File: config.mk
export PLATFORM = sky130hd
export DESIGN_NAME = bbc_back
export DESIGN_NICKNAME = d
export VERILOG_FILES = /design/src/design/bbc_pkg.sv /design/src/design/bbc_back.sv
export VERILOG_INCLUDE_DIRS = /design/src /design/src/design
export SDC_FILE = /design/constraint.sdc
export NUM_CORES = 1
export LEC_CHECK = 0
export ABC_AREA = 1
export BUFFER_PORTS_ARGS = -buffer_cell sky130_fd_sc_hd__buf_2
export CAP_MARGIN = 20
export CORE_ASPECT_RATIO = 2
export CORE_MARGIN = 5
export CORE_UTILIZATION = 25
export DETAILED_ROUTE_END_ITERATION = 8
export PLACE_DENSITY = 0.49
export SLEW_MARGIN = 25
export SYNTH_ARGS = -nofsm -noshare
export SYNTH_HDL_FRONTEND = slang
export SYNTH_SLANG_ARGS = --single-unit
export TNS_END_PERCENT = 50
File: constraint.sdc
create_clock -name aclk -period 2.2 [get_ports aclk]
set_input_delay 0.44 -clock aclk [delete_from_list [all_inputs] [get_ports aclk]]
set_output_delay 0.44 -clock aclk [all_outputs]
set_load 0.05 [all_outputs]
File: src/design/bracket_balance_checker_macros.svh
// Assertion macros used by the bracket balance checker RTL.
// Depends on nothing; define ASSERT_OFF to compile all checks out.
`ifndef BRACKET_BALANCE_CHECKER_MACROS_SVH
`define BRACKET_BALANCE_CHECKER_MACROS_SVH

`ifndef ASSERT_OFF
// Clocked check, masked while reset is asserted
`define BBC_ASSERT(lbl, clk, rstn, prop) \
    lbl: assert property (@(posedge clk) disable iff (!(rstn)) (prop)) \
        else $error("bracket_balance_checker assertion failed");
// Clocked check that also holds during reset
`define BBC_ASSERT_ALWAYS(lbl, clk, prop) \
    lbl: assert property (@(posedge clk) (prop)) \
        else $error("bracket_balance_checker assertion failed");
`else
`define BBC_ASSERT(lbl, clk, rstn, prop)
`define BBC_ASSERT_ALWAYS(lbl, clk, prop)
`endif

`endif

File: src/design/bbc_pkg.sv
// Shared types, codes and the byte classifier of the bracket balance checker.
// No dependencies.
package bbc_pkg;

    localparam int STACK_DEPTH_DEFAULT = 64;

    // Bracket kind codes
    localparam logic [1:0] KIND_ROUND  = 2'd0;
    localparam logic [1:0] KIND_SQUARE = 2'd1;
    localparam logic [1:0] KIND_CURLY  = 2'd2;

    // Verdict codes
    localparam logic [1:0] VERDICT_OK      = 2'd0;
    localparam logic [1:0] VERDICT_FAIL    = 2'd1;
    localparam logic [1:0] VERDICT_BALANCE = 2'd2;
    localparam logic [1:0] VERDICT_UNBAL   = 2'd3;

    localparam int DEPTH_OUT_W = 7;

    typedef enum logic [1:0] {
        OP_NONE,
        OP_PUSH,
        OP_POP,
        OP_END
    } op_t;

    // One classified request between front and back
    typedef struct packed {
        op_t        op;
        logic [1:0] kind;
    } bbc_item_t;

    function automatic bbc_item_t classify(input logic [7:0] c, input logic eot);
        bbc_item_t item;
        item.op   = OP_NONE;
        item.kind = KIND_ROUND;
        if (eot) begin
            item.op = OP_END;
        end else begin
            unique case (c)
                8'h28: begin item.op = OP_PUSH; item.kind = KIND_ROUND;  end
                8'h5B: begin item.op = OP_PUSH; item.kind = KIND_SQUARE; end
                8'h7B: begin item.op = OP_PUSH; item.kind = KIND_CURLY;  end
                8'h29: begin item.op = OP_POP;  item.kind = KIND_ROUND;  end
                8'h5D: begin item.op = OP_POP;  item.kind = KIND_SQUARE; end
                8'h7D: begin item.op = OP_POP;  item.kind = KIND_CURLY;  end
                default: begin item.op = OP_NONE; end
            endcase
        end
        return item;
    endfunction

endpackage

File: src/design/bbc_back.sv
// Back end: bracket stack engine and result register.
// Top of stack and the entry below it live in registers, the rest in a RAM.
// Depends on bbc_pkg and bracket_balance_checker_macros.svh.
`include "bracket_balance_checker_macros.svh"

module bbc_back #(
    parameter int STACK_DEPTH = bbc_pkg::STACK_DEPTH_DEFAULT
) (
    input  logic                aclk,
    input  logic                aresetn,
    input  logic                in_valid,
    output logic                in_ready,
    input  bbc_pkg::bbc_item_t  in_item,
    output logic                out_valid,
    input  logic                out_ready,
    output logic [1:0]          out_verdict,
    output logic [bbc_pkg::DEPTH_OUT_W-1:0] out_depth
);

    localparam int DW     = $clog2(STACK_DEPTH + 1);
    localparam int MEM_AW = (STACK_DEPTH > 1) ? $clog2(STACK_DEPTH) : 1;

    logic [1:0]    mem [STACK_DEPTH];
    logic [DW-1:0] depth_reg, depth_next;
    logic          failed_reg, failed_next;
    logic [1:0]    top_reg, top_next;
    logic [1:0]    below_reg;
    logic          out_valid_reg;
    logic [1:0]    verdict_reg, verdict_next;
    logic [DW-1:0] depth_out_reg;
    logic          fire;
    logic          do_push;
    logic          do_pop;
    logic [DW-1:0] wr_idx;
    logic [DW-1:0] rd_idx;
    logic [DW+bbc_pkg::DEPTH_OUT_W-1:0] depth_wide;

    assign in_ready  = !out_valid_reg || out_ready;
    assign fire      = in_valid && in_ready;
    assign out_valid = out_valid_reg;
    assign out_verdict = verdict_reg;
    assign depth_wide  = {{bbc_pkg::DEPTH_OUT_W{1'b0}}, depth_out_reg};
    assign out_depth   = depth_wide[bbc_pkg::DEPTH_OUT_W-1:0];

    // Old top goes to entry depth-1; new below-top comes from entry depth-3
    assign wr_idx = depth_reg - DW'(1);
    assign rd_idx = depth_reg - DW'(3);

    // Next stack state and verdict
    always_comb begin
        depth_next   = depth_reg;
        failed_next  = failed_reg;
        top_next     = top_reg;
        do_push      = 1'b0;
        do_pop       = 1'b0;
        verdict_next = bbc_pkg::VERDICT_OK;
        if (in_item.op == bbc_pkg::OP_END) begin
            verdict_next = (!failed_reg && depth_reg == '0) ?
                           bbc_pkg::VERDICT_BALANCE : bbc_pkg::VERDICT_UNBAL;
            depth_next   = '0;
            failed_next  = 1'b0;
        end else begin
            if (!failed_reg) begin
                unique case (in_item.op)
                    bbc_pkg::OP_PUSH: begin
                        if (depth_reg == DW'(STACK_DEPTH)) begin
                            failed_next = 1'b1;
                        end else begin
                            do_push    = 1'b1;
                            depth_next = depth_reg + DW'(1);
                            top_next   = in_item.kind;
                        end
                    end
                    bbc_pkg::OP_POP: begin
                        if (depth_reg == '0) begin
                            failed_next = 1'b1;
                        end else begin
                            do_pop     = 1'b1;
                            depth_next = depth_reg - DW'(1);
                            top_next   = below_reg;
                            if (top_reg != in_item.kind) begin
                                failed_next = 1'b1;
                            end
                        end
                    end
                    default: begin
                        depth_next = depth_reg;
                    end
                endcase
            end
            verdict_next = failed_next ? bbc_pkg::VERDICT_FAIL : bbc_pkg::VERDICT_OK;
        end
    end

    // Stack registers and result register
    always_ff @(posedge aclk) begin
        if (!aresetn) begin
            depth_reg     <= '0;
            failed_reg    <= 1'b0;
            out_valid_reg <= 1'b0;
        end else begin
            if (fire) begin
                depth_reg  <= depth_next;
                failed_reg <= failed_next;
            end
            if (in_ready) begin
                out_valid_reg <= in_valid;
            end
        end
        if (fire) begin
            top_reg       <= top_next;
            verdict_reg   <= verdict_next;
            depth_out_reg <= depth_next;
        end
    end

    // Stack RAM: one write, one registered read into below_reg
    always_ff @(posedge aclk) begin
        if (fire && do_push && depth_reg != '0) begin
            mem[wr_idx[MEM_AW-1:0]] <= top_reg;
        end
        if (fire && do_push) begin
            below_reg <= top_reg;
        end else if (fire && do_pop) begin
            below_reg <= mem[rd_idx[MEM_AW-1:0]];
        end
    end

    `BBC_ASSERT(a_depth_bound, aclk, aresetn, depth_reg <= DW'(STACK_DEPTH))
    `BBC_ASSERT(a_end_clears, aclk, aresetn, (fire && in_item.op == bbc_pkg::OP_END) |=> (depth_reg == '0 && !failed_reg))
    `BBC_ASSERT(a_balance_empty, aclk, aresetn, (out_valid_reg && verdict_reg == bbc_pkg::VERDICT_BALANCE) |-> (depth_out_reg == '0))
    `BBC_ASSERT(a_failed_frozen, aclk, aresetn, (fire && failed_reg && in_item.op != bbc_pkg::OP_END) |=> $stable(depth_reg))

endmodule

==> results summary, run 1 <==
The register area share after synthesis came out at 62.3%. The routed design uses 576 µm of met3 wire. The final core utilization is 30.4%.

Clock-pin slew was measured on the worst setup and hold paths at 60 ps. The top cell type's share of synthesized area came out at 59.7%. The net count of the finished layout came out at 817.

Traced cell by cell, the critical path runs through inv_2 > ha_4 > nand4_2 > nor2_1 > inv_1 > nand2_2 > nor2_4 > nand2_2 > nor2_1 > buf_4. Entering global routing, the biggest net connects 66 pins. The first global-routing pass estimated 29300 µm of wire. The initial antenna violation count came out at 0. Dividing the detail-routed via count by the number of cells gives 4.44. STA classifies the critical path endpoint as a register. The number of diodes added for antenna fixing came out at 0. By area the synthesized netlist is led by sky130_fd_sc_hd__edfxtp_1, sky130_fd_sc_hd__nand2_1, sky130_fd_sc_hd__nand3_1.

The layout filler cell count came out at 2910. The min-delay analysis places its worst path in the category input pin to register. The worst clock skew on the final layout came out at 4.83 ps. The number of setup buffers added after CTS is 0. The number of buffer and inverter stages on the critical path came out at 3. The synthesized net count is 761. For this run, the slowest stage of the critical path takes 380 ps.

The horizontal extent of the die came out at 129 µm. The worst hold margin came out at 302 ps. The library cell used most frequently in the layout, excluding fill and tap cells, is sky130_fd_sc_hd__nand2_1.

Grouping stages by cell kind, the critical path spends the most delay in simple AND/OR/NAND/NOR gates. The synthesis-stage register bit count came out at 150. STA puts the critical path data arrival time at 2260 ps. The fmax came out at 0.472 GHz. The starting utilization of the core area came out at 25.2%. The nature of the critical path startpoint is a register.

The deepest clock path buffer count is 2. The number of DRC violations after detailed-routing iteration 0 is 328. The final critical path takes up 96.3% of the cycle. The post-detailed-placement half-perimeter wirelength came out at 13300 µm. The wire length on met2 came out at 11000 µm.

Counting every instance in the synthesized netlist gives 748. For this run, the total global-route usage over all layers was measured as 12.4%. The remaining design rule violation count came out at 0. The slowest stage of the critical path is the sky130_fd_sc_hd__dfxtp_2 cell. In the layout the commonest cells are sky130_fd_sc_hd__nand2_1, sky130_fd_sc_hd__edfxtp_1, sky130_fd_sc_hd__nor2_1, sky130_fd_sc_hd__nand3_1, sky130_fd_sc_hd__inv_1. The flow ran to the end, and the final reports show no timing, DRC or antenna violations. The number of global-route vias before repair is 5410. The max-capacitance violation count came out at 0. The post-synthesis average cell area is 9.48 µm². The hold buffer count at CTS came out at 0. Setup repair after global routing could not meet its margin everywhere.

With fillers left out, the area of the finished cells amounts to 0.00854 mm². The worst path in the final design needs a cycle of 2120 ps, including I/O delays and setup. Before antenna repair, the detailed router went through 6 iterations. The post-route total power came out at 7340 µW. Clock latency on the worst-skew pair, taken at its later pin, is 420 ps.

The region available for standard cell placement spans 0.0281 mm². The setup-violating endpoint count in the final report came out at 0. The total power divided by cell area came out at 859 mW/mm². The count of nets left with antenna violations after detail routing is 0. The number of H-tree levels is 4.

The clock drives 150 sinks. The total global routing overflow is 0. The total wirelength of the detailed-routed design is 19000 µm. The flip-flop count of the largest register, all copies and words added is 128. The number of ports placed on the die boundary is 19.

Cells with a size suffix above 1 make up 16.4% of the layout. The die covers 0.0320 mm². Routability-driven placement finished with a final weighted congestion of 0.820.

The tree is rooted in a sky130_fd_sc_hd__clkbuf_16. The wire length per cell after detailed routing came out at 16.2 µm. The top layer reached by signal wires is met4. The transition time at the pin with the least slew margin came out at 714 ps.

Data on the critical path is required at its endpoint by 2350 ps. The clock tree from TritonCTS is yes. The biggest area contributor in the post-synthesis netlist is sky130_fd_sc_hd__edfxtp_1. The count of port buffers added during placement came out at 18. The number of pins with negative max-slew slack in the final report is 0. In this run the core area contains 87 standard-cell rows. The total cell area at the placement stage is 0.00790 mm². The final hold violation count is 0. The warning count from the yosys run is 0. The die is 248 µm tall. From synthesis to final layout, the design area changed by 20.5%.

The leakage dissipation came out at 0.00338 µW. In this run the tightest slew margin relative to its limit is 52.4%. Along the worst path, the maximum fanout reaches 8. The routed layout has 5209 vias. The largest voltage drop on the vdd net is 455 µV. The number of buffers added by the clock tree synthesis step came out at 17.

The detailed router put a total of 6470 µm of wire on met1. Summing every instance area after synthesis gives 0.00709 mm². The kind of critical path is register to register. The number of distinct library cell variants in the gate-level netlist after synthesis came out at 31.
## routing by layer
| layer | up-vias | GRT usage [%] |
|---|---|---|
| met5 | - | 0 |
| li1 | 2576 | - |
| met2 | 109 | 24.0 |
| met3 | 42 | 2.25 |
| met4 | 0 | 7.98 |
| met1 | 2482 | 11.4 |
## layout make-up
type                    instances  area [µm²]  share of cell area [%]
multi-input cells             497        2340                    27.3
clock buffers                  17         425                    4.98
flip-flops and latches        150        4420                    51.7
repair buffers                 64         480                    5.62
inverters                      74         278                    3.25
clock inverters                15         160                    1.87
well taps                     356         445                    5.21
## through the flow
stage / setup TNS, ps / worst slack (ps) / instances
global placement: -770 / -51.3 / 1141
finish: 0 / 80.7 / 1173
detailed placement: -2930 / -75.4 / 1141
CTS: 0 / 24.8 / 1173
floorplan: -4460 / -35.1 / 748
global route: -127 / -30.1 / 1173
## worst reg2reg max path: cells and delay by family, from the launching register on
family / cells / cell delay (ps)
adder cells (fa/ha/maj): 1 / 180
buffers and inverters: 3 / 350
AND/OR/NAND/NOR: 6 / 940
flip-flops: 1 / 380
## final timing paths
check | start | endpoint | slack, ps | cells past startpoint
max | depth_reg[0] | mem[56][0] | 80 | 10
min | out_ready | out_valid | 300 | 4
max reg2reg | depth_reg[0] | mem[56][0] | 80 | 10
min reg2reg | out_valid | out_valid | 500 | 2
## report_power, final
part           switching, µW  internal (µW)
Sequential              24.3           3160
Clock                   1130           1770
Combinational            872            382
## cells by family after synthesis
family	Yosys count	share of synthesized area [%]
adders and majority gates	5	0.882
DFF	150	62.3
xor gates and xnor gates	12	2.12
AOI/OAI and AO/OA	45	3.55
buffers and inverters	101	5.65
and+or+nand+nor	435	25.6
## what timing repair did
item,CTS,global route
resized for setup,4,6
hold endpoints to repair,0,0
setup endpoints to repair,2,14
## Yosys cell counts
cell type                  number
sky130_fd_sc_hd__nor2_4         2
sky130_fd_sc_hd__nor2_1       103
sky130_fd_sc_hd__nor3_1         1
sky130_fd_sc_hd__dfxtp_1        9
sky130_fd_sc_hd__buf_1          1
sky130_fd_sc_hd__nand4_2        1
sky130_fd_sc_hd__xnor2_2        1
sky130_fd_sc_hd__clkbuf_1      13
sky130_fd_sc_hd__nand4_1        3
sky130_fd_sc_hd__o21ai_2        1
sky130_fd_sc_hd__nand2_2        8
sky130_fd_sc_hd__inv_1         65
sky130_fd_sc_hd__inv_2          9
sky130_fd_sc_hd__a21oi_1       13
sky130_fd_sc_hd__nor2_2         2
sky130_fd_sc_hd__o211ai_1       3
sky130_fd_sc_hd__xor2_1         6
sky130_fd_sc_hd__a31o_2         1
sky130_fd_sc_hd__edfxtp_1     141
sky130_fd_sc_hd__buf_4          2
sky130_fd_sc_hd__or2_1          1
sky130_fd_sc_hd__o311ai_1       1
sky130_fd_sc_hd__ha_1           5
sky130_fd_sc_hd__o21bai_1       1
sky130_fd_sc_hd__o21ai_0       23
sky130_fd_sc_hd__nand2_1      219
sky130_fd_sc_hd__a211oi_1       1
sky130_fd_sc_hd__xor2_2         5
sky130_fd_sc_hd__a21boi_0       1
sky130_fd_sc_hd__buf_2         11
sky130_fd_sc_hd__nand3_1       95
Power figures use the tool's default switching activity.
==> inputs of run 2 (changes only) <==
- CTS_BUF_LIST: default -> sky130_fd_sc_hd__clkbuf_4 sky130_fd_sc_hd__clkbuf_8
==> run 2 against run 1 <==
Against the previous run: the flow now finishes with violations (DRC); clock skew increased by 2.9 ps; die area unchanged; cell count grew 0.17%; combinational power is 3% higher; hold slack worse by 41 ps; register-to-register slack about the same; critical endpoint is now below_reg[0]; largest cell class unchanged; largest power group unchanged.
==> results summary, run 2 (same netlist as run 1, synthesis figures left out) <==
The run finished, with violations left. The checks that failed: DRC. The number of placement rows came out at 87 (unchanged). The clock root buffer master is sky130_fd_sc_hd__clkbuf_8. Relative to the synthesized area, the layout overhead comes to 18.4%. The leakage dissipation is 0.00332 µW (-1.7%). The worst slew margin relative to its limit is 52.0% (-0.41 points). The placeable core region is 0.0281 mm² (unchanged). The worst clock skew on the final layout came to 7.69 ps (+2.86 ps). The horizontal extent of the die came out at 129 µm (unchanged). The total cell area at the placement stage came to 0.00790 mm² (unchanged). The remaining design rule violation count came out at 1 (+1).

The number of buffers inserted to repair setup after CTS came out at 0 (unchanged). The net count of the finished layout came out at 818 (+0.12%). The full die area was 0.0320 mm² (unchanged). The post-detailed-placement half-perimeter wirelength came to 13300 µm (unchanged). The max-capacitance violation count was 0 (unchanged). The all-layer global routing usage came out at 12.3% (-0.080 points).

The library cell used most frequently in the layout, excluding fill and tap cells, is sky130_fd_sc_hd__nand2_1. The critical path endpoint category is a register. The setup-violating endpoint count in the final report is 0 (unchanged). The total power divided by cell area is 787 mW/mm² (-8.3%). The average vias per placed instance came out at 4.45 (+0.17%). The number of ports placed on the die boundary came out at 19 (unchanged). The portion of the clock cycle consumed by the worst path in the final layout is 96.7% (+0.37 points). The number of cells in the finished layout apart from fillers is 1175 (+0.17%). The final hold violation count is 0 (unchanged). The largest voltage drop on the vdd net is 354 µV (-22%). The final core utilization is 29.9% (-0.52 points).

The arrival time reported for the critical path endpoint came out at 2330 ps (+70 ps). The count of port buffers added during placement was 18 (unchanged). The starting utilization of the core area came out at 25.2% (unchanged). The final weighted congestion in routability-driven placement came out at 0.820 (unchanged). The vertical die dimension came out at 248 µm (unchanged).

The detailed-router iteration count before antenna repair came out at 9 (+3). The peak fanout along the critical path is 18 (+10). The count of nets left with antenna violations after detail routing was 0 (unchanged). The number of buffers added by the clock tree synthesis step is 17 (unchanged). The count of vias placed by the detailed router is 5227 (+0.35%).

The number of pins with negative max-slew slack in the final report is 0 (unchanged). The clock-pin slew on the worst setup and hold paths came out at 80 ps (+20 ps). The number of H-tree levels is 4 (unchanged). The maximum number of pins on one net before global-route repair came out at 66 (unchanged). Leaving out fill and tap cells, the most frequent cells in the layout are sky130_fd_sc_hd__nand2_1, sky130_fd_sc_hd__edfxtp_1, sky130_fd_sc_hd__nor2_1, sky130_fd_sc_hd__nand3_1, sky130_fd_sc_hd__inv_1.

The wire length per cell after detailed routing was 16.4 µm (+1.0%). The deepest clock path buffer count is 2 (unchanged). Setup repair after global routing could not meet its margin everywhere. The min-delay analysis places its worst path in the category input pin to register. The kind of critical path is register to register. The post-route standard cell area excluding fillers came out at 0.00840 mm² (-1.7%). The flip-flop count of the largest register, all copies and words added came out at 128 (unchanged). The number of global-route vias before repair was 5386 (-0.44%).

The global-route wire length before repair was 29200 µm (-0.43%). The placed cell count came out at 1141 (unchanged). The fmax came out at 0.470 GHz (-0.38%). The number of DRC violations after detailed-routing iteration 0 came out at 324 (-1.2%). The total global routing overflow came to 0 (unchanged). The fraction of final layout cells sized beyond drive strength 1 is 17.0% (+0.59 points). The minimum clock period after layout came out at 2130 ps (+8.16 ps). The data required time at the worst endpoint is 2410 ps (+60 ps). The initial antenna violation count came to 1 (+1). The clock insertion delay at the later pin of the skew report came out at 460 ps (+40 ps). The count of clock tree sinks came out at 150 (unchanged). The total wirelength of the detailed-routed design was 19200 µm (+1.2%). TritonCTS built the clock tree. The transition time at the pin with the least slew margin is 721 ps (+6.13 ps). STA classifies the critical path startpoint as a register.
==> run 2: final timing paths <==
kind / startpoint / to / slack (ps) / cells after the start
worst max-delay path: depth_reg[0] / below_reg[0] / 70 / 12
worst min-delay path: out_ready / out_valid / 260 / 4
worst max register to register: depth_reg[0] / below_reg[0] / 70 / 12
worst min register to register: out_valid / out_valid / 510 / 2
==> run 2: per-layer routing <==
layer / vias to the layer above / wire, µm / GRT usage [%]
met1: 2473 / 6440 / 11.3
met4: 0 / 974 / 8.19
met2: 137 / 11100 / 23.8
met3: 42 / 673 / 2.10
li1: 2575 / - / -
met5: - / 0 / 0
==> run 2: per-stage QoR <==
| step | TNS, ps | hold slack (ps) | setup WS [ps] | total power (µW) |
|---|---|---|---|---|
| after floorplan | -4460 | 494 | -35.1 | 4020 |
| after global placement | -770 | 487 | -51.3 | 4490 |
| after detailed placement | -2930 | 503 | -75.4 | 4490 |
| after CTS | 0 | 238 | 3.44 | 6640 |
| after global routing | -93.6 | 246 | -23.4 | 6900 |
| final | 0 | 262 | 72.6 | 6610 |
==> run 2: final cells by class <==
class,instances,area (µm²)
Antenna cell,1,2.50
Timing Repair Buffer,65,502
Sequential cell,150,4420
Multi-Input combinational cell,497,2360
Clock inverter,15,160
Inverter,74,278
Clock buffer,17,234
Fill cell,2927,19700
Tap cell,356,445
==> run 2: timing repair <==
item,4_1_cts,5_1_grt
hold buffers,0,0
setup endpoints to repair,2,90
gates cloned,0,1
gates resized for setup,3,12
==> run 2: critical path, stage by stage (launching register included) <==
cell and delay (ps):
sky130_fd_sc_hd__dfxtp_2 390, sky130_fd_sc_hd__inv_2 90, sky130_fd_sc_hd__ha_4 320, sky130_fd_sc_hd__inv_2 50, sky130_fd_sc_hd__buf_4 200, sky130_fd_sc_hd__nand2_1 90, sky130_fd_sc_hd__nand3_1 170, sky130_fd_sc_hd__nand3_1 140
sky130_fd_sc_hd__nand3_1 100, sky130_fd_sc_hd__nand3_1 140, sky130_fd_sc_hd__nand2_1 60, sky130_fd_sc_hd__nand2_1 60, sky130_fd_sc_hd__nand2_1 70
==> run 2: report_power, final <==
group	leakage (µW)	switching (µW)	internal, µW
clock	0.000201	1040	1110
sequential	0.00135	24.3	3160
combinational	0.00177	888	398
total	0.00332	1950	4660
